### src/sv/joystick_calibrate_and_nav_events_unit_macros.svh
// assertion macros for the joystick calibrate and navigation unit
// used by the top level only; empty bodies under synthesis
`ifndef JOYSTICK_CALIBRATE_AND_NAV_EVENTS_UNIT_MACROS_SVH
`define JOYSTICK_CALIBRATE_AND_NAV_EVENTS_UNIT_MACROS_SVH
`ifndef SYNTHESIS
// checked outside reset
`define JCN_ASSERT(lbl, prop, msg) \
	lbl: assert property (@(posedge clk) disable iff (!arst_n) prop) else $error(msg);
// checked at every edge, reset included
`define JCN_ASSERT_ALWAYS(lbl, prop, msg) \
	lbl: assert property (@(posedge clk) prop) else $error(msg);
`else
`define JCN_ASSERT(lbl, prop, msg)
`define JCN_ASSERT_ALWAYS(lbl, prop, msg)
`endif
`endif

### src/sv/jcn_pkg.sv
// shared types and constants of the joystick calibrate and navigation unit
// no dependencies
package jcn_pkg;

	localparam int NUM_AXES = 2;
	localparam int AXIS_W = (NUM_AXES > 1) ? $clog2(NUM_AXES) : 1;

	localparam int LEVEL_W = 16;
	localparam int INDEX_W = 8;
	localparam int PCT_W = 6;
	localparam int ACTION_W = 4;
	localparam int CFG_IDX_W = 1;
	localparam int CFG_DATA_W = 6;

	localparam logic [PCT_W-1:0] PCT_RESET = PCT_W'(20);

	// span * percent, then floor divide by 100 through a reciprocal
	localparam int SPAN_W = LEVEL_W + 1;
	localparam int PROD_W = SPAN_W + PCT_W;
	localparam int DIV_SHIFT = 29;
	localparam int RECIP_W = 23;
	localparam logic [RECIP_W-1:0] RECIP_100 = RECIP_W'((2**DIV_SHIFT + 99) / 100);
	localparam int MUL_W = PROD_W + RECIP_W;
	localparam int Q_W = MUL_W - DIV_SHIFT;

	typedef enum logic [CFG_IDX_W-1:0] {
		REG_CALIBRATE_MODE   = 1'd0,
		REG_DEADBAND_PERCENT = 1'd1
	} cfg_reg_t;

	typedef enum logic [ACTION_W-1:0] {
		ACT_NONE     = 4'd0,
		ACT_LEFT     = 4'd1,
		ACT_RIGHT    = 4'd2,
		ACT_UP       = 4'd3,
		ACT_DOWN     = 4'd4,
		ACT_ACTIVATE = 4'd5,
		ACT_CANCEL   = 4'd6,
		ACT_MENU     = 4'd7,
		ACT_CAL_DONE = 4'd8
	} action_t;

	typedef enum logic {
		EVT_AXIS   = 1'b0,
		EVT_BUTTON = 1'b1
	} evt_kind_t;

	typedef struct packed {
		logic                      valid;
		logic [AXIS_W-1:0]         axis;
		logic signed [LEVEL_W-1:0] low;
		logic signed [LEVEL_W-1:0] high;
	} retune_req_t;

	typedef struct packed {
		logic                      valid;
		logic [AXIS_W-1:0]         axis;
		logic signed [LEVEL_W-1:0] lower;
		logic signed [LEVEL_W-1:0] upper;
	} thr_write_t;

endpackage

### src/sv/jcn_if.sv
// valid/ready channels of the joystick calibrate and navigation unit
// depends on jcn_pkg
interface jcn_evt_if;
	logic                               valid;
	logic                               ready;
	logic                               req_type;
	logic [jcn_pkg::INDEX_W-1:0]        index;
	logic signed [jcn_pkg::LEVEL_W-1:0] level;

	modport source (output valid, output req_type, output index, output level, input ready);
	modport sink (input valid, input req_type, input index, input level, output ready);
endinterface

interface jcn_act_if;
	logic                         valid;
	logic                         ready;
	logic [jcn_pkg::ACTION_W-1:0] action;

	modport source (output valid, output action, input ready);
	modport sink (input valid, input action, output ready);
endinterface

### src/sv/jcn_retune.sv
// threshold recompute pipeline: q = floor((high-low)*percent/100),
// lower = low+q, upper = high-q; three register stages; depends on jcn_pkg
module jcn_retune (
	input  logic                       clk,
	input  logic                       arst_n,
	input  jcn_pkg::retune_req_t       req,
	input  logic [jcn_pkg::PCT_W-1:0]  percent,
	output jcn_pkg::thr_write_t        thr_wr,
	output logic                       busy
);

	logic                                v_s1, v_s2, v_s3;
	logic [jcn_pkg::AXIS_W-1:0]          axis_s1, axis_s2, axis_s3;
	logic signed [jcn_pkg::LEVEL_W-1:0]  low_s1, low_s2, low_s3;
	logic signed [jcn_pkg::LEVEL_W-1:0]  high_s1, high_s2, high_s3;
	logic [jcn_pkg::PROD_W-1:0]          prod_s2;
	logic [jcn_pkg::Q_W-1:0]             q_s3;

	logic [jcn_pkg::SPAN_W-1:0] span;
	logic [jcn_pkg::PROD_W-1:0] prod;
	logic [jcn_pkg::MUL_W-1:0]  scaled;

	// high never falls below low, so the span is non-negative
	assign span = {high_s1[jcn_pkg::LEVEL_W-1], high_s1} - {low_s1[jcn_pkg::LEVEL_W-1], low_s1};
	assign prod = jcn_pkg::PROD_W'(span) * jcn_pkg::PROD_W'(percent);
	assign scaled = jcn_pkg::MUL_W'(prod_s2) * jcn_pkg::MUL_W'(jcn_pkg::RECIP_100);

	always_ff @(posedge clk or negedge arst_n) begin
		if (!arst_n) begin
			v_s1 <= 1'b0;
			v_s2 <= 1'b0;
			v_s3 <= 1'b0;
		end else begin
			v_s1 <= req.valid;
			v_s2 <= v_s1;
			v_s3 <= v_s2;
		end
	end

	always_ff @(posedge clk) begin
		axis_s1 <= req.axis;
		low_s1  <= req.low;
		high_s1 <= req.high;
		axis_s2 <= axis_s1;
		low_s2  <= low_s1;
		high_s2 <= high_s1;
		prod_s2 <= prod;
		axis_s3 <= axis_s2;
		low_s3  <= low_s2;
		high_s3 <= high_s2;
		q_s3    <= scaled[jcn_pkg::MUL_W-1:jcn_pkg::DIV_SHIFT];
	end

	// both results stay within [low, high], so a 16-bit wrap is exact
	assign thr_wr.valid = v_s3;
	assign thr_wr.axis  = axis_s3;
	assign thr_wr.lower = low_s3 + $signed(q_s3[jcn_pkg::LEVEL_W-1:0]);
	assign thr_wr.upper = high_s3 - $signed(q_s3[jcn_pkg::LEVEL_W-1:0]);

	assign busy = v_s1 | v_s2 | v_s3;

endmodule

### src/sv/joystick_calibrate_and_nav_events_unit.sv
// top level of the joystick calibrate and navigation unit
// depends on jcn_pkg, jcn_if, jcn_retune and the assertion macro header
//
// usage:
//   evt carries joystick events (req_type 0 axis, 1 button; index; signed level).
//   act returns exactly one action code per event, in event order.
//   cfg_wen/cfg_index/cfg_data write calibrate_mode (0) and deadband_percent (1);
//   write them only while no event is outstanding.
// output: an event's action is registered on act, via the skid entry if stalled.
// throughput: one event per cycle while evt.ready is high. in calibrate mode a new
//   extreme starts a three-stage threshold recompute (input capture, multiply,
//   reciprocal divide, then a combinational add); in navigate mode evt.ready stays
//   low until that recompute has drained, which only matters on leaving calibrate mode.
// stalls: a result register plus a skid entry sit on act, so one more event is
//   taken while act is stalled; evt.ready drops when the skid entry is full.
// reset: all axis state, thresholds and flags clear, navigate mode, deadband 20.
`include "joystick_calibrate_and_nav_events_unit_macros.svh"

module joystick_calibrate_and_nav_events_unit (
	input  logic                            clk,
	input  logic                            arst_n,
	jcn_evt_if.sink                         evt,
	jcn_act_if.source                       act,
	input  logic                            cfg_wen,
	input  logic [jcn_pkg::CFG_IDX_W-1:0]   cfg_index,
	input  logic [jcn_pkg::CFG_DATA_W-1:0]  cfg_data
);

	logic                        cal_mode_q;
	logic [jcn_pkg::PCT_W-1:0]   pct_q;
	logic                        is_cal_q;

	logic signed [jcn_pkg::LEVEL_W-1:0] axis_low_q  [jcn_pkg::NUM_AXES];
	logic signed [jcn_pkg::LEVEL_W-1:0] axis_high_q [jcn_pkg::NUM_AXES];
	logic signed [jcn_pkg::LEVEL_W-1:0] lower_thr_q [jcn_pkg::NUM_AXES];
	logic signed [jcn_pkg::LEVEL_W-1:0] upper_thr_q [jcn_pkg::NUM_AXES];
	logic signed [jcn_pkg::LEVEL_W-1:0] prev_pos_q  [jcn_pkg::NUM_AXES];
	logic [jcn_pkg::NUM_AXES-1:0]       seen_q;

	logic                out_v_q, skid_v_q;
	jcn_pkg::action_t    out_q, skid_q;

	logic                               in_fire;
	logic                               thr_busy;
	logic [jcn_pkg::AXIS_W-1:0]         ax;
	logic                               ax_ok;
	logic signed [jcn_pkg::LEVEL_W-1:0] lv;
	logic signed [jcn_pkg::LEVEL_W-1:0] cur_low, cur_high, cur_lt, cur_ut, cur_prev;
	logic                               went_low, went_high;
	logic                               low_we, high_we, seen_set, prev_we, cal_set, retune;
	jcn_pkg::action_t                   new_action;
	jcn_pkg::retune_req_t               rt_req;
	jcn_pkg::thr_write_t                thr_wr;

	assign lv       = evt.level;
	assign ax       = evt.index[jcn_pkg::AXIS_W-1:0];
	assign ax_ok    = evt.index < jcn_pkg::INDEX_W'(jcn_pkg::NUM_AXES);
	assign cur_low  = axis_low_q[ax];
	assign cur_high = axis_high_q[ax];
	assign cur_lt   = lower_thr_q[ax];
	assign cur_ut   = upper_thr_q[ax];
	assign cur_prev = prev_pos_q[ax];

	assign went_low  = (lv < cur_lt) && (cur_prev >= cur_lt);
	assign went_high = (lv > cur_ut) && (cur_prev <= cur_ut);

	// navigation reads thresholds, so hold events while a recompute is in flight
	assign evt.ready = !skid_v_q && (cal_mode_q || !thr_busy);
	assign in_fire   = evt.valid && evt.ready;

	always_comb begin
		new_action = jcn_pkg::ACT_NONE;
		low_we     = 1'b0;
		high_we    = 1'b0;
		seen_set   = 1'b0;
		prev_we    = 1'b0;
		cal_set    = 1'b0;
		retune     = 1'b0;
		if (evt.req_type == jcn_pkg::EVT_AXIS) begin
			if (ax_ok) begin
				if (cal_mode_q) begin
					if (!seen_q[ax]) begin
						low_we   = 1'b1;
						high_we  = 1'b1;
						seen_set = 1'b1;
					end else if (lv < cur_low) begin
						low_we = 1'b1;
						retune = 1'b1;
					end else if (lv > cur_high) begin
						high_we = 1'b1;
						retune  = 1'b1;
					end
				end else if (is_cal_q) begin
					prev_we = 1'b1;
					if (evt.index == jcn_pkg::INDEX_W'(0)) begin
						if (went_low)
							new_action = jcn_pkg::ACT_LEFT;
						else if (went_high)
							new_action = jcn_pkg::ACT_RIGHT;
					end else if (evt.index == jcn_pkg::INDEX_W'(1)) begin
						if (went_low)
							new_action = jcn_pkg::ACT_UP;
						else if (went_high)
							new_action = jcn_pkg::ACT_DOWN;
					end
				end
			end
		end else if (cal_mode_q) begin
			if (lv == jcn_pkg::LEVEL_W'(1) && evt.index == jcn_pkg::INDEX_W'(0)) begin
				cal_set    = 1'b1;
				new_action = jcn_pkg::ACT_CAL_DONE;
			end
		end else if (lv == jcn_pkg::LEVEL_W'(0)) begin
			case (evt.index)
				jcn_pkg::INDEX_W'(0): new_action = jcn_pkg::ACT_ACTIVATE;
				jcn_pkg::INDEX_W'(1): new_action = jcn_pkg::ACT_CANCEL;
				jcn_pkg::INDEX_W'(2): new_action = jcn_pkg::ACT_MENU;
				default:              new_action = jcn_pkg::ACT_NONE;
			endcase
		end
	end

	assign rt_req.valid = in_fire && retune;
	assign rt_req.axis  = ax;
	assign rt_req.low   = low_we ? lv : cur_low;
	assign rt_req.high  = high_we ? lv : cur_high;

	jcn_retune u_retune (
		.clk     (clk),
		.arst_n  (arst_n),
		.req     (rt_req),
		.percent (pct_q),
		.thr_wr  (thr_wr),
		.busy    (thr_busy)
	);

	// configuration and per-axis state
	always_ff @(posedge clk or negedge arst_n) begin
		if (!arst_n) begin
			cal_mode_q <= 1'b0;
			pct_q      <= jcn_pkg::PCT_RESET;
			is_cal_q   <= 1'b0;
			seen_q     <= '0;
			for (int a = 0; a < jcn_pkg::NUM_AXES; a++) begin
				axis_low_q[a]  <= '0;
				axis_high_q[a] <= '0;
				lower_thr_q[a] <= '0;
				upper_thr_q[a] <= '0;
				prev_pos_q[a]  <= '0;
			end
		end else begin
			if (in_fire) begin
				if (low_we)
					axis_low_q[ax] <= lv;
				if (high_we)
					axis_high_q[ax] <= lv;
				if (seen_set)
					seen_q[ax] <= 1'b1;
				if (prev_we)
					prev_pos_q[ax] <= lv;
				if (cal_set)
					is_cal_q <= 1'b1;
			end
			if (thr_wr.valid) begin
				lower_thr_q[thr_wr.axis] <= thr_wr.lower;
				upper_thr_q[thr_wr.axis] <= thr_wr.upper;
			end
			if (cfg_wen) begin
				case (cfg_index)
					jcn_pkg::REG_CALIBRATE_MODE: begin
						cal_mode_q <= cfg_data[0];
						if (cfg_data[0])
							seen_q <= '0;
					end
					jcn_pkg::REG_DEADBAND_PERCENT: pct_q <= cfg_data[jcn_pkg::PCT_W-1:0];
					default: ;
				endcase
			end
		end
	end

	// result register with one skid entry
	always_ff @(posedge clk or negedge arst_n) begin
		if (!arst_n) begin
			out_v_q  <= 1'b0;
			skid_v_q <= 1'b0;
		end else if (!out_v_q || act.ready) begin
			if (skid_v_q) begin
				out_v_q  <= 1'b1;
				skid_v_q <= 1'b0;
			end else begin
				out_v_q <= in_fire;
			end
		end else if (in_fire) begin
			skid_v_q <= 1'b1;
		end
	end

	always_ff @(posedge clk) begin
		if (!out_v_q || act.ready)
			out_q <= skid_v_q ? skid_q : new_action;
		else if (in_fire)
			skid_q <= new_action;
	end

	assign act.valid  = out_v_q;
	assign act.action = out_q;

	`JCN_ASSERT_ALWAYS(a_skid_behind_out, (!skid_v_q || out_v_q), "skid entry full while result register empty")
	`JCN_ASSERT(a_skid_on_stall, ($rose(skid_v_q) |-> $past(out_v_q && !act.ready)), "skid filled without a stall")
	`JCN_ASSERT(a_nav_no_hazard, ((in_fire && !cal_mode_q) |-> !thr_busy), "navigate event taken during threshold recompute")
	`JCN_ASSERT(a_done_means_cal, ((out_v_q && out_q == jcn_pkg::ACT_CAL_DONE) |-> is_cal_q), "calibration done reported while not calibrated")

endmodule
### src/flat_wrapper.sv
// flat-port wrapper written by rule: the top's interface ports become plain ports
module joystick_calibrate_and_nav_events_unit_flat 
  (clk, arst_n, cfg_wen, cfg_index, cfg_data, evt_valid, evt_req_type, evt_index, evt_level, evt_ready, act_valid, act_action, act_ready);
  jcn_evt_if evt_i ();
  jcn_act_if act_i ();
  input  logic clk;
  input  logic arst_n;
  input  logic cfg_wen;
  input  logic [jcn_pkg::CFG_IDX_W-1:0] cfg_index;
  input  logic [jcn_pkg::CFG_DATA_W-1:0] cfg_data;
  input wire logic [$bits(evt_i.valid)-1:0] evt_valid;
  input wire logic [$bits(evt_i.req_type)-1:0] evt_req_type;
  input wire logic [$bits(evt_i.index)-1:0] evt_index;
  input wire logic [$bits(evt_i.level)-1:0] evt_level;
  output wire logic [$bits(evt_i.ready)-1:0] evt_ready;
  output wire logic [$bits(act_i.valid)-1:0] act_valid;
  output wire logic [$bits(act_i.action)-1:0] act_action;
  input wire logic [$bits(act_i.ready)-1:0] act_ready;
  assign evt_i.valid = evt_valid;
  assign evt_i.req_type = evt_req_type;
  assign evt_i.index = evt_index;
  assign evt_i.level = evt_level;
  assign evt_ready = evt_i.ready;
  assign act_valid = act_i.valid;
  assign act_action = act_i.action;
  assign act_i.ready = act_ready;
  joystick_calibrate_and_nav_events_unit u_core (.clk(clk), .arst_n(arst_n), .evt(evt_i), .act(act_i), .cfg_wen(cfg_wen), .cfg_index(cfg_index), .cfg_data(cfg_data));
endmodule
### config.mk
export PLATFORM = sky130hd
export DESIGN_NAME = joystick_calibrate_and_nav_events_unit_flat
export DESIGN_NICKNAME = d
export VERILOG_FILES = /design/src/sv/jcn_pkg.sv /design/src/sv/jcn_if.sv /design/src/sv/jcn_retune.sv /design/src/sv/joystick_calibrate_and_nav_events_unit.sv /design/src/flat_wrapper.sv
export VERILOG_INCLUDE_DIRS = /design/src /design/src/sv
export SDC_FILE = /design/constraint.sdc
export NUM_CORES = 1
export LEC_CHECK = 0
export BUFFER_PORTS_ARGS = -buffer_cell sky130_fd_sc_hd__buf_4
export CAP_MARGIN = 15
export CELL_PAD_IN_SITES_DETAIL_PLACEMENT = 0
export CELL_PAD_IN_SITES_GLOBAL_PLACEMENT = 2
export CORE_ASPECT_RATIO = 0.8
export CORE_UTILIZATION = 25
export DETAILED_ROUTE_END_ITERATION = 8
export GPL_TIMING_DRIVEN = 0
export PLACE_DENSITY_LB_ADDON = 0.1
export SLEW_MARGIN = 10
export SYNTH_ARGS = -nofsm -noshare
export SYNTH_HDL_FRONTEND = slang
export SYNTH_SLANG_ARGS = --single-unit
### constraint.sdc
create_clock -name clk -period 7 [get_ports clk]
set_input_delay 1.4 -clock clk [delete_from_list [all_inputs] [get_ports clk]]
set_output_delay 1.4 -clock clk [all_outputs]
set_load 0.02 [all_outputs]
-- Word-level counts from Yosys, hierarchy flattened
Cells that the tools add are included.
- add/sub/neg operators: 3
- multiply operators: 2
- divide/modulo/power cells: 0
- magnitude comparators: 13
- equality and inequality tests: 3
- shifts and indexed selects: 0
- multiplexer cells: 80
- bitwise logic cells: 7
- reductions and logical operators: 24
- operators with widths (operator ; count):
    two-way mux 16 bit ; 19
    bitwise mux 32 bit ; 5
    two-way mux 4 bit ; 12
    multiplier 23 x 22 -> 44 bit, second input constant ; 1
    two-way mux 1 bit ; 33
    demux 16 bit (select 1 bit) ; 2
    > comparator 16 bit ; 2
    < comparator 16 bit ; 2
    multiplier 17 x 6 -> 23 bit ; 1
    subtractor 16 x 16 -> 17 bit ; 1
    adder 16 bit ; 1
    equality test 16 x 2 -> 1 bit, second input constant ; 1
    >= comparator 16 bit ; 1
    <= comparator 16 bit ; 1
    zero test 16 bit ; 1
    subtractor 16 bit ; 1
    AND reduction 2 bit ; 7
    two-way mux 2 bit ; 6
    logical AND 1 bit ; 9
    one-hot mux 3 bit (3 select lines) ; 1
    equality test 8 x 1 -> 1 bit, second input constant ; 1
    equality test 8 x 2 -> 1 bit, second input constant ; 1
    zero test 8 bit ; 1
    < comparator 8 x 2 -> 1 bit, second input constant ; 1
    13 further kinds ; 21
- register bits after elaboration: 321
- latch bits: 0
- RAM bits: 0
- ROM bits: 0
- input port bits: 37
- logic and storage cells: 164
- memories: 0

-- Logic depth before layout (Yosys ltp)
Gate-level depths: netlist (run 1).
- depth after elaboration: 15
- mapped depth: 26

-- Hierarchy
A second synthesis (run 1) with hierarchy kept.
- cells, all modules: 2628
- area total of the unflattened synthesis: 27258.6 um^2
- modules (own cells, without submodules) (module ; instances ; cells each ; area an instance (um^2) ; seq. area each (um^2)):
    jcn_retune ; 1 ; 1740 ; 17087.6 ; 2837.7
    joystick_calibrate_and_nav_events_unit ; 1 ; 888 ; 10171.0 ; 4546.9

-- Least setup slack after synthesis (run 1)
No wires, ideal clock.
- kind: register to register
- start: reg u_core.u_retune.prod_s2[16] (netlist name)
- end: reg u_core.u_retune.q_s3[15] (netlist name)
- setup time: 0.072 ns
- arrival: 6.142 ns
- slack: 0.786 ns
- cell stages (with the launch flop): 23
- buffers on the path: 0
- period minus slack after synthesis: 6.214 ns
- cells stage by stage: dfxtp_1 -> ha_1 -> inv_1 -> fa_1 -> fa_1 -> inv_1 -> fa_1 -> fa_1 -> fa_1 -> inv_1 -> fa_1 -> inv_1 -> ha_1 -> a21o_1 -> a21o_1 -> a21oi_1 -> a21oi_1 -> o31ai_2 -> a211oi_1 -> or3_1 -> a31o_1 -> a21oi_2 -> xnor2_1
- longest elaborated chain between the ends: 1
- ends and longest elaborated chain (element ; line ; source):
    start: declaration ; jcn_retune.sv:16 ; logic [jcn_pkg::PROD_W-1:0] prod_s2;
    start signal: assignment ; jcn_retune.sv:47 ; prod_s2 <= prod;
    multiplier 23 x 22 -> 44 bit ; jcn_retune.sv:26 ; assign scaled = jcn_pkg::MUL_W'(prod_s2) * jcn_pkg::MUL_W'(jcn_pkg::RECIP_100);
    named net u_core.u_retune.scaled, one bit ; jcn_retune.sv:21 ; logic [jcn_pkg::MUL_W-1:0] scaled;
    end signal: assignment ; jcn_retune.sv:51 ; q_s3 <= scaled[jcn_pkg::MUL_W-1:jcn_pkg::DIV_SHIFT];
    end: declaration ; jcn_retune.sv:17 ; logic [jcn_pkg::Q_W-1:0] q_s3;
The timed path passes the listed nets, and every way through them passes these cells.
A chain may end at the register's enable or synchronous reset.

-- Worst setup path after layout (run 1)
- start: reg u_core.u_retune.prod_s2[9] (netlist name)
- end: reg u_core.u_retune.q_s3[15] (netlist name)
Same word-level chain as after synthesis.

==> run_results.csv, run 1 <==
group,metric,value,unit
synthesis,synth_cells,2638,
routing,vias,18600,
place,port_buffers,41,
clocking,clock_latency,0.58,ns
sta,final.min_clock_period,6.77,ns
floorplan,die_height,297,um
floorplan,die_x,370,um
synthesis,avgSynthCellArea,10.3,um^2
grt,grtUsageMet3,0.0257,
setup_path,end_kind,"register",
layout,multi_input_area,17900,um^2
layout,final_util,0.290,
setup_path,timing.rr.end,"u_core.u_retune.q_s3[15]$_DFF_P_",
layout,drive_above_1_share,0.123,
sta,slew_headroom,0.305,
hold_path,min_from,"u_core.u_retune.low_s2[7]$_DFF_P_",
layout,fillers,11200,
synthesis,yosysUniqueCellTypes,77,
sta,fmax,0.148,GHz
setup_path,rrSetupSlack,0.23,ns
sta,skew,0.0258,ns
hold_path,holdPathStages,0,
synthesis,async_flop_share,0.545,
synthesis,yosys-top-cells-count,"inv_1, ha_1, fa_1, dfrtp_1, nand2_1",
synthesis,ys_ff_latch,321,
synthesis,synth_area_leaders,"ha_1, fa_1, dfrtp_1",
synthesis,synth_area,27200,um^2
setup_path,crit_type,"register to register",
flow_run,maxCapViolCount,0,
floorplan,io_pins,43,
sta,drv_slew,0,
floorplan,die_area,110000,um^2
setup_path,rr_worst_depth,23,
grt,grt_pass1_wl,132000,um
grt,busiest_layer,"met1",
grt,grt_overflow,0,
setup_path,worstPathArrival,7.26,ns
clocking,htree_levels,2,
layout,nets,3444,
clocking,clkSlewWorstSetupHoldPaths,0.07,ns
routing,wire_per_inst,21.2,um
place,gp_congestion,0.794,
clocking,cts_buffers,38,
floorplan,rows,107,
clocking,cts_hold_buf,0,
sta,period_share,0.968,
synthesis,synth_top_cell_by_area,"ha_1",
synthesis,synth.most_common_cell,"inv_1",
clocking,clock_path_buffers,3,
routing,via_per_inst,4.44,
setup_path,r2r-start,"u_core.u_retune.prod_s2[9]$_DFF_P_",
routing,ant_nets,0,
hold_path,hold_end,"u_core.u_retune.low_s3[7]$_DFF_P_",
floorplan,core,107000,um^2
grt,grtUsageTotal,0.163,
grt,grt_max_degree,98,
hold_path,hp-class,"register to register",
clocking,cts_root_buffer,"clkbuf_16",
grt,antenna_found_initial,12,
clocking,clock-sinks,321,
synthesis,synth_top_area_frac,0.189,
sta,setup_viol,0,
grt,grt_use_met2,0.204,
floorplan,initial_utilization,0.254,
grt,grt_util_met1,0.281,
setup_path,critPathMaxFanout,7,
synthesis,synth_flop_cell,"dfrtp_1",
routing,routed_wirelength,88700,um
setup_path,cp-start-kind,"register",
synthesis,yosysSeqAreaShare,0.272,
synthesis,synthesis.nets,3336,
routing,drt-initial-drc-count,868,
layout,syn2layout_area_growth,14.4,%
place,dp_hpwl,73700,um
sta,final_hold_viol_count,0,
routing,drtPass1Iterations,5,
clocking,cts_tree,"done",
layout,layout.area.seq,7460,um^2
grt,grt_pass1_vias,19500,
routing,route.detailed.drc,0,
setup_path,crit_required,7.49,ns
synthesis,yosys_warnings,0,
sta,worst_pin_slew,1.03,ns
synthesis,synth_edf_count,8,
outcome,status,"complete, no violations",
-- stage by stage --
| step | cell area [um^2] | hold WS (ns) | instances | setup WS [ns] | setup TNS [ns] |
|---|---|---|---|---|---|
| after floorplan | 27200 | 0.310 | 2638 | 0.786 | 0 |
| after global placement | 29200 | 0.314 | 4096 | -1.41 | -16.43 |
| after detailed placement | 29300 | 0.312 | 4097 | -1.43 | -15.97 |
| after CTS | 30700 | 0.322 | 4169 | 0.00507 | 0 |
| after global routing | 31100 | 0.332 | 4192 | -0.0122 | -0.0147 |
| final | 31100 | 0.323 | 4193 | 0.227 | 0 |
-- logic make-up (layout without fill, tap and decap cells) --
family                     after synthesis  count (layout)  synth area share
and+or+nand+nor                        480             480            0.0893
AOI/OAI and AO/OA                      358             358            0.0830
buffers and inverters                  541             678            0.0767
other                                    0               1                 0
adders and majority gates              661             661             0.374
muxes                                  203             203            0.0812
DFF                                    321             321             0.272
xor gates and xnor gates                74              74            0.0239
-- final cells by class --
| cell class | instances | share of cell area |
|---|---|---|
| Buffer | 46 | 0.00786 |
| Tap cell | 1417 | 0.0571 |
| Inverter | 495 | 0.0598 |
| Antenna cell | 1 | 0.0000806 |
| Timing Repair Buffer | 68 | 0.0173 |
| Clock buffer | 51 | 0.0344 |
| Multi-Input combinational cell | 1776 | 0.578 |
| Clock inverter | 18 | 0.00572 |
| Sequential cell | 321 | 0.240 |
-- state kept, by name, indices dropped and copies added (netlist names), 16 cells and up --
signal,count
u_core.u_retune.prod_s2,23
u_core.u_retune.high_s3,16
u_core.prev_pos_q,32
u_core.u_retune.low_s3,16
u_core.upper_thr_q,32
u_core.lower_thr_q,32
u_core.axis_high_q,32
u_core.u_retune.high_s2,16
u_core.u_retune.low_s2,16
u_core.axis_low_q,32
u_core.u_retune.low_s1,16
u_core.u_retune.high_s1,16
u_core.u_retune.q_s3,16
-- cells in the final DEF (no fill, tap or decap), types with 7 or more instances in the layout --
cell       netlist  layout
xor2_1          33      32
o21ai_0        121     120
nor2_1          77      76
a21oi_2          2       8
nand3_1         27      27
a31oi_1          9       7
dfxtp_4          0      16
ha_1           410     404
dfrtp_1        173     173
a21o_1          45      45
inv_1          495     490
nand2_1        144     144
nand4_1         20      20
edfxtp_1         8       8
buf_4            0      66
or3_1           16      15
nor2b_1         31      31
and3_1          11      11
nor3_1          28      28
clkbuf_16        0      38
mux2_4          10      10
fa_1           251     250
mux2i_1         94      94
and2_1          74      74
dfxtp_2          0       9
clkbuf_8         0       7
a21oi_1         86      80
dfxtp_1        138     113
o21a_1          22      22
mux2_2          98      98
nor4_1           9       7
nand2b_1        19      19
clkbuf_1        29      33
a211oi_1        11       8
xnor2_1         41      36
-- worst max path at each step --
stage / start / end / slack [ns] / cells after the start
2_1_floorplan: u_core.u_retune.prod_s2[16]$_DFF_P_ / u_core.u_retune.q_s3[15]$_DFF_P_ / 0.79 / 22
3_3_place_gp: evt_index[0] / u_core.act.action[2]$_DFFE_PN_ / -1.41 / 16
3_5_place_dp: evt_index[0] / u_core.act.action[2]$_DFFE_PN_ / -1.43 / 16
4_1_cts: u_core.u_retune.prod_s2[9]$_DFF_P_ / u_core.u_retune.q_s3[15]$_DFF_P_ / 0.005 / 23
5_1_grt: u_core.u_retune.prod_s2[5]$_DFF_P_ / u_core.u_retune.q_s3[15]$_DFF_P_ / -0.01 / 25
6_report: u_core.u_retune.prod_s2[9]$_DFF_P_ / u_core.u_retune.q_s3[15]$_DFF_P_ / 0.23 / 23
-- per-layer routing --
| layer | up-vias | share of wire | wire, um |
|---|---|---|---|
| met5 | - | 0 | 0 |
| met4 | 0 | 0.014 | 1210 |
| met3 | 60 | 0.042 | 3700 |
| met2 | 294 | 0.36 | 31600 |
| met1 | 9333 | 0.59 | 52100 |
| li1 | 8944 | - | - |
-- what timing repair did --
| action | CTS | global route |
|---|---|---|
| endpoints found under the setup margin | 24 | 11 |
| setup buffers | 3 | 23 |
| hold endpoints to repair | 0 | 0 |
| gates resized for setup | 46 | 46 |
| pin swaps | 2 | 11 |
-- critical path: stages, from the launching register on --
cell	delay (ns)
dfxtp_4	0.40
ha_4	0.29
inv_1	0.07
fa_1	0.52
fa_1	0.52
inv_1	0.04
ha_1	0.31
fa_1	0.53
fa_1	0.59
inv_1	0.07
fa_1	0.57
inv_1	0.07
ha_1	0.34
a21o_1	0.17
a211o_1	0.31
a21oi_2	0.18
a2111oi_4	0.09
buf_4	0.18
o31ai_4	0.33
a211oi_2	0.15
or3_4	0.42
a31o_1	0.25
a21oi_2	0.15
xnor2_1	0.12
Power of run 1 is left out: the tool's default activity adds up to more than one toggle a clock period on the data nets, which glitch-free logic cannot reach.
==> run 2, diff against run 1 <==
CORE_ASPECT_RATIO = not set   (was 0.8)
==> run 2 against run 1 <==
  * Via count decreased by 1.2%
  * Final cell count shrank 0.38%
  * Sequential cell count is the same
  * Routed wire length shrank 3.5%
==> run_results.csv, run 2 (same netlist as run 1, synthesis figures left out) <==
group,metric,value,unit
sta,slew_headroom,0.339,
place,dp_hpwl,70600,um
clocking,cts_tree,"done",
sta,final.min_clock_period,6.82,ns
sta,period_share,0.975,
sta,drv_slew,0,
grt,grtUsageTotal,0.157,
clocking,htree_levels,2,
sta,setup_viol,0,
setup_path,rrSetupSlack,0.18,ns
grt,antenna_found_initial,6,
layout,drive_above_1_share,0.115,
floorplan,die_area,110000,um^2
routing,via_per_inst,4.41,
setup_path,r2r-start,"u_core.u_retune.prod_s2[11]$_DFF_P_",
setup_path,crit_required,7.50,ns
floorplan,core,107000,um^2
setup_path,worstPathArrival,7.32,ns
layout,layout.area.seq,7450,um^2
clocking,cts_hold_buf,0,
layout,mostFrequentLayoutCells,"inv_1, ha_1, fa_1",
routing,wire_per_inst,20.5,um
setup_path,critPathMaxFanout,8,
setup_path,rr_worst_depth,23,
routing,routed_wirelength,85500,um
layout,syn2layout_area_growth,14.5,%
layout,fillers,11200,
sta,grt_setup_unrepaired,"yes",
place,gp_congestion,0.780,
clocking,clock-sinks,321,
setup_path,crit_type,"register to register",
flow_run,maxCapViolCount,0,
grt,grt_overflow,0,
floorplan,initial_utilization,0.253,
routing,drtPass1Iterations,5,
layout,layout_commonest_cell,"inv_1",
setup_path,crit_top_cell,"fa_1",
grt,grt_pass1_vias,19900,
sta,skew,0.0297,ns
clocking,cts_root_buffer,"clkbuf_16",
routing,ant_nets,0,
hold_path,hp-class,"register to register",
sta,final_hold_viol_count,0,
routing,route.detailed.drc,0,
setup_path,max_stage_delay,0.58,ns
setup_path,crit_slowest_cell,"fa_1",
clocking,clock_path_buffers,3,
grt,grt_pass1_wl,129000,um
clocking,clkSlewWorstSetupHoldPaths,0.06,ns
setup_path,timing.rr.end,"u_core.u_retune.q_s3[15]$_DFF_P_",
hold_path,holdPathStages,0,
floorplan,io_pins,43,
hold_path,hold_end,"u_core.u_retune.high_s3[15]$_DFF_P_",
floorplan,die_x,332,um
setup_path,crit_chain,"ha_1, inv_1, fa_1, fa_1, inv_1, ha_1, fa_1, fa_1, inv_1, fa_1, inv_1, ha_1, a21o_1, a211o_1, a21oi_2, a2111oi_4, buf_4, o31ai_4, a211oi_4, or3_4, a31o_1, a21oi_2, xnor2_1",
clocking,clock_latency,0.59,ns
setup_path,cp-start-kind,"register",
clocking,cts_buffers,41,
hold_path,min_from,"u_core.u_retune.high_s2[15]$_DFF_P_",
setup_path,end_kind,"register",
sta,timing.hold.ws,0.326,ns
routing,drt-initial-drc-count,1013,
outcome,status,"complete, no violations",
place,port_buffers,41,
floorplan,die_height,332,um
sta,fmax,0.147,GHz
sta,worst_pin_slew,0.984,ns
floorplan,rows,120,
layout,multi_input_area,17900,um^2
grt,grt_max_degree,103,
layout,nets,3437,
routing,vias,18400,
[run 2: changes by cell type in the layout (fill, tap and decap cells not counted), moves of 4 or more]
cell / change
inv_1: +5
dfxtp_1: +4
clkbuf_16: +4
buf_4: -11
inv_2: -5
clkbuf_8: +4
[run 2: critical path: cells and delay by family, from the launching register on]
family	cells	cell delay, ns
buf+inv	5	0.57
fa+ha+maj	8	3.56
simple gates	1	0.43
flops	1	0.46
xor+xnor	1	0.14
compound gates	8	1.58
[run 2: what timing repair did]
| item | in CTS | in global routing |
|---|---|---|
| gates resized for setup | 30 | 41 |
| setup buffers | 0 | 16 |
| hold endpoints to repair | 0 | 0 |
| setup endpoints to repair | 13 | 14 |
| pin swaps | 0 | 5 |
[run 2: per-layer routing]
metal	wire [um]	track usage	part of all wire	up-vias
met3	2080	0.0160	0.024	81
met2	39000	0.253	0.46	255
met5	0	0	0	-
li1	-	-	-	8927
met4	2240	0.0412	0.026	0
met1	42200	0.224	0.49	9141
[run 2: stage by stage]
step                      utilization  worst slack, ns  cell area [um^2]  instances  TNS, ns
after floorplan                     -            0.786             27200       2638        0
after global placement          0.272            -1.15             29200       4082    -7.21
after detailed placement        0.273            -1.15             29300       4083    -7.42
after CTS                       0.287          0.00673             30800       4159        0
after global routing            0.290          -0.0629             31100       4175  -0.0662
final                           0.290            0.178             31100       4177        0
[run 2: worst max-delay path by stage]
stage | start | to | cells past startpoint
3_3_place_gp | evt_index[0] | u_core.act.action[2]$_DFFE_PN_ | 17
4_1_cts | u_core.u_retune.prod_s2[10]$_DFF_P_ | u_core.u_retune.q_s3[15]$_DFF_P_ | 22
5_1_grt | u_core.u_retune.low_s1[2]$_DFF_P_ | u_core.u_retune.prod_s2[22]$_DFF_P_ | 25
6_report | u_core.u_retune.prod_s2[11]$_DFF_P_ | u_core.u_retune.q_s3[15]$_DFF_P_ | 23
2_1_floorplan | u_core.u_retune.prod_s2[16]$_DFF_P_ | u_core.u_retune.q_s3[15]$_DFF_P_ | 22
3_5_place_dp | evt_index[0] | u_core.act.action[2]$_DFFE_PN_ | 17
[run 2: layout make-up]
cell class / count / share of cell area
antenna: 2 / 0.000161
inverter: 495 / 0.0598
sequential: 321 / 0.240
multi-input combinational: 1776 / 0.575
timing repair buffer: 58 / 0.0153
tap: 1403 / 0.0565
clock inverter: 18 / 0.00680
buffer: 46 / 0.00785
clock buffer: 58 / 0.0393
Power of run 2 is left out for the same reason.
